## src/hdl/gelk_pkg.sv

```systemverilog
`timescale 1ns / 1ps

package gelk_pkg;

  localparam int DataWidth = 32;
  localparam int SumWidth  = 48;
  localparam int VarWidth  = 63;
  localparam int SqWidth   = 64;
  localparam int DivSteps  = SqWidth + 15;

  // Fixed constants in the log and offset path.
  localparam logic [31:0] Ln2Q32 = 32'd2977044472;
  // 16*ln2 minus ln(sqrt(2*pi)), both Q.16.
  localparam logic signed [SumWidth:0] LnOffset = 49'sd666593;

  localparam logic signed [SumWidth:0] SumMax = 49'sh0_7FFF_FFFF_FFFF;
  localparam logic signed [SumWidth:0] SumMin = -49'sh0_8000_0000_0000;

  // Configuration register indexes.
  localparam logic [1:0] RegMean   = 2'd0;
  localparam logic [1:0] RegSigma  = 2'd1;
  localparam logic [1:0] RegMode   = 2'd2;
  localparam logic [1:0] RegTarget = 2'd3;

  // One classified sample on its way to the back end.
  typedef struct packed {
    logic [VarWidth-1:0] var_q;
    logic [SqWidth-1:0]  dev_sq;
    logic                last;
  } sample_t;

endpackage

```

## src/hdl/gelk_fifo.sv

```systemverilog
`timescale 1ns / 1ps

module gelk_fifo (
  input  logic               clk,
  input  logic               rst,
  input  logic               push,
  input  gelk_pkg::sample_t  push_data,
  output logic               full,
  input  logic               pop,
  output logic               not_empty,
  output gelk_pkg::sample_t  pop_data
);

  gelk_pkg::sample_t mem [2];
  logic       wr_ptr;
  logic       rd_ptr;
  logic [1:0] count;

  assign full      = (count == 2'd2);
  assign not_empty = (count != 2'd0);
  assign pop_data  = mem[rd_ptr];

  // Two-entry queue between front and back.
  always_ff @(posedge clk) begin
    if (rst) begin
      wr_ptr <= 1'b0;
      rd_ptr <= 1'b0;
      count  <= 2'd0;
    end else begin
      if (push) wr_ptr <= !wr_ptr;
      if (pop) rd_ptr <= !rd_ptr;
      count <= count + 2'(push) - 2'(pop);
    end
    if (push) mem[wr_ptr] <= push_data;
  end

endmodule

```

## config.mk

```make
export PLATFORM = sky130hd
export DESIGN_NAME = gelk_fifo
export DESIGN_NICKNAME = d
export VERILOG_FILES = /design/src/hdl/gelk_pkg.sv /design/src/hdl/gelk_fifo.sv
export SDC_FILE = /design/constraint.sdc
export NUM_CORES = 1
export LEC_CHECK = 0
export BUFFER_PORTS_ARGS = -buffer_cell sky130_fd_sc_hd__buf_2
export CELL_PAD_IN_SITES_DETAIL_PLACEMENT = 0
export CELL_PAD_IN_SITES_GLOBAL_PLACEMENT = 1
export CORE_MARGIN = 1.5
export CORE_UTILIZATION = 47
export CTS_CLUSTER_SIZE = 25
export DETAILED_ROUTE_END_ITERATION = 10
export GPL_TIMING_DRIVEN = 0
export PLACE_DENSITY_LB_ADDON = 0.1
export SLEW_MARGIN = 20
export SYNTH_ARGS = -nofsm -noshare
export SYNTH_HDL_FRONTEND = slang
export SYNTH_SLANG_ARGS = --single-unit
```

## constraint.sdc

```tcl
create_clock -name clk -period 11.53 [get_ports clk]
set_input_delay 1.7295 -clock clk [delete_from_list [all_inputs] [get_ports clk]]
set_output_delay 1.7295 -clock clk [all_outputs]
set_load 0.005 [all_outputs]
```

==> flow_summary.ini <==
[hold_path]
worstHoldPathType = flip-flop to flip-flop
worstHoldStart = rd_ptr
holdPathStages = 2

[floorplanning]
die_h_um = 145
start_util_pct = 48.5
rows = 51
io_pins = 262
die_area_um2 = 21100
core_area_um2 = 19700
floorplan.die.width_um = 145

[routing]
drt_iter0_markers = 161
dr.pass1.iters = 4
vias = 4877
via_per_inst = 4.86
drt_wl_total_mm = 17.8
drc = 0
avgRoutedWirePerCell_um = 17.8
antenna_left = 0

[global_routing]
grt_usage_pct = 16.7
busiest_layer = met2
antenna_found_initial = 3
grt_pass1_wl_mm = 27.4
grt_pass1_vias = 5144
grt-ovfl-total = 0
use_met3_pct = 4.86
grt_use_met1_pct = 20.4
grt_use_met2_pct = 28.9
grt_max_degree = 49

[yosys]
synth_top_area_cell = edfxtp_1
syn_area_um2 = 9530
yosys_warnings = 0
syn_avg_cell_area_um2 = 22.7
synth.top_cells.by_area = edfxtp_1 (81%), mux2_2 (15%), clkbuf_8 (1.2%)
ys_seq_elements = 261
syn_inst = 419
yosysTopAreaCellShare_pct = 80.7
synth-seq-area-share_pct = 81.8
yosysUniqueCellTypes = 13
syn_nets = 553

[power]
pwr_density_cell_nw_per_um2 = 176
switchingPower_uw = 446
vdd_drop_max_v = 0.000130
switching_share_pct = 20.8
clkPwrFrac_pct = 37.2
p_leak_uw = 0.00460
internal-power_uw = 1700
pwr-share-comb_pct = 10.7
seq_power_share_pct = 52.2

[clocking]
cts_buffer_depth = 3
htree_levels = 1
worstSkewPairLatency_ns = 0.52
cts_resized = 0
clkSinkCount = 261
cts_tree = yes
root_buffer = clkbuf_16
post_cts_buffers = 0
hold_buffers = 0
path_clk_slew_ns = 0.06
cts_buffers = 27

[sta]
fin_ws_ns = 8.00
hold_slack_ns = 0.537
rsz0062_at_grt = false
tns_ns = 0
finalClockSkew_ns = 0.0136
worstMarginPinSlew_ns = 0.807
clock.fmax_ghz = 0.283
max-slew-margin-rel_pct = 46.1
setup_violations = 0
slew_viol_final = 0
fin_crit_sh_pct = 30.6
period_needed_ns = 3.53
hold_violations = 0

[placed_design]
dp.cells = 952
hpwl_mm = 12.4
io_buffers = 261
dp_slack_ns = 8.15
routabilityCongestion = 0.710

[setup_path]
cp-start-kind = flip-flop
critPathKind = flip-flop to output port
required_ns = 9.80
rr_worst_depth = 3
reg2reg_from = wr_ptr
endpoint_kind = output port
cp.arrival_ns = 1.80
rr_endpoint = mem[0][80]
ff2ff_setup_slack_ns = 9.72
worst-path-max-fanout = 10

[layout]
instances_no_fill = 1003
area_growth_pct = 27.9
drive_gt1_share_pct = 61.4
nets = 850

[run_status]
status = finished clean

[job]
maxCapViolations = 0
cell type report:
cell class / instances / area, um2
fillers: 1497 / 7470
plain buffers: 14 / 178
multi-input cells: 142 / 1560
inverters: 2 / 7.51
well taps: 265 / 332
clock buffers: 39 / 751
clock inverters: 9 / 72.6
repair buffers: 268 / 1480
diodes: 3 / 7.51
flip-flops and latches: 261 / 7790
synthesized netlist by cell type:
library cell	instances
buf_6	6
mux2_2	128
ha_1	2
edfxtp_1	256
nor2_1	4
xnor3_1	1
dfxtp_1	5
inv_1	2
or2_2	1
nor2b_1	3
and2_1	1
xnor2_1	2
clkbuf_8	8
kinds of logic (layout without fill, tap and decap cells):
family,count (synthesis),count (layout),share of synthesized area (%)
other,0,3,0
buffers and inverters,16,332,1.94
AND/OR/NAND/NOR,9,9,0.486
XOR/XNOR,3,3,0.420
multiplexers,128,128,15.1
adder cells (fa/ha/maj),2,2,0.263
flip-flops,261,261,81.8
placed cells by master (no fill, tap or decap), drive strengths merged:
master | netlist | routed
clkbuf | 8 | 47
mux2 | 128 | 128
and2 | 1 | 1
dfxtp | 5 | 5
buf | 6 | 274
xnor2 | 2 | 2
nor2b | 3 | 3
inv | 2 | 3
edfxtp | 256 | 256
xnor3 | 1 | 1
bufinv | 0 | 1
ha | 2 | 2
diode | 0 | 3
or2 | 1 | 1
clkinv | 0 | 7
nor2 | 4 | 4
per-layer routing:
| layer | share of wire, % | up-vias |
|---|---|---|
| met1 | 39 | 2401 |
| met2 | 50 | 169 |
| li1 | - | 2273 |
| met5 | 0 | - |
| met3 | 7.9 | 34 |
| met4 | 2.6 | 0 |
power by group through the flow:
stage | combinational (uW) | clock, uW | sequential (uW)
6_report | 229 | 799 | 1120
5_1_grt | 249 | 855 | 1130
4_1_cts | 234 | 820 | 1120
3_5_place_dp | 233 | 0 | 1140
3_3_place_gp | 216 | 0 | 1150
2_1_floorplan | 118 | 0 | 1150
registers in the layout, indices dropped and copies added (netlist names), named ones only:
signal	cells
count	2
mem	256
rd_ptr	1
wr_ptr	1
critical path: stages, from the launching register on:
cell and delay, ns:
dfxtp_1 0.35, buf_6 0.22, clkbuf_8 0.22, mux2_2 0.34
buf_2 0.14
per-stage QoR:
step / power, uW / utilization (%) / instance area (um2)
3_3_place_gp: 1370 / 56.8 / 11200
6_report: 2150 / 62.0 / 12200
5_1_grt: 2230 / 62.0 / 12200
2_1_floorplan: 1260 / - / 9530
3_5_place_dp: 1370 / 57.8 / 11400
4_1_cts: 2180 / 61.9 / 12200
worst max path at each step:
stage / startpoint / endpoint / slack [ns] / depth (start not counted)
floorplan: push / mem[0][0] / 3.62 / 1
global placement: push / mem[0][96] / 0.46 / 2
detailed placement: push / mem[0][10] / 8.15 / 4
CTS: flip-flop / pop_data[101] / 7.94 / 4
global route: flip-flop / pop_data[102] / 7.88 / 4
finish: flip-flop / pop_data[101] / 8.00 / 4
No activity file was read; power rests on OpenSTA's default activity.
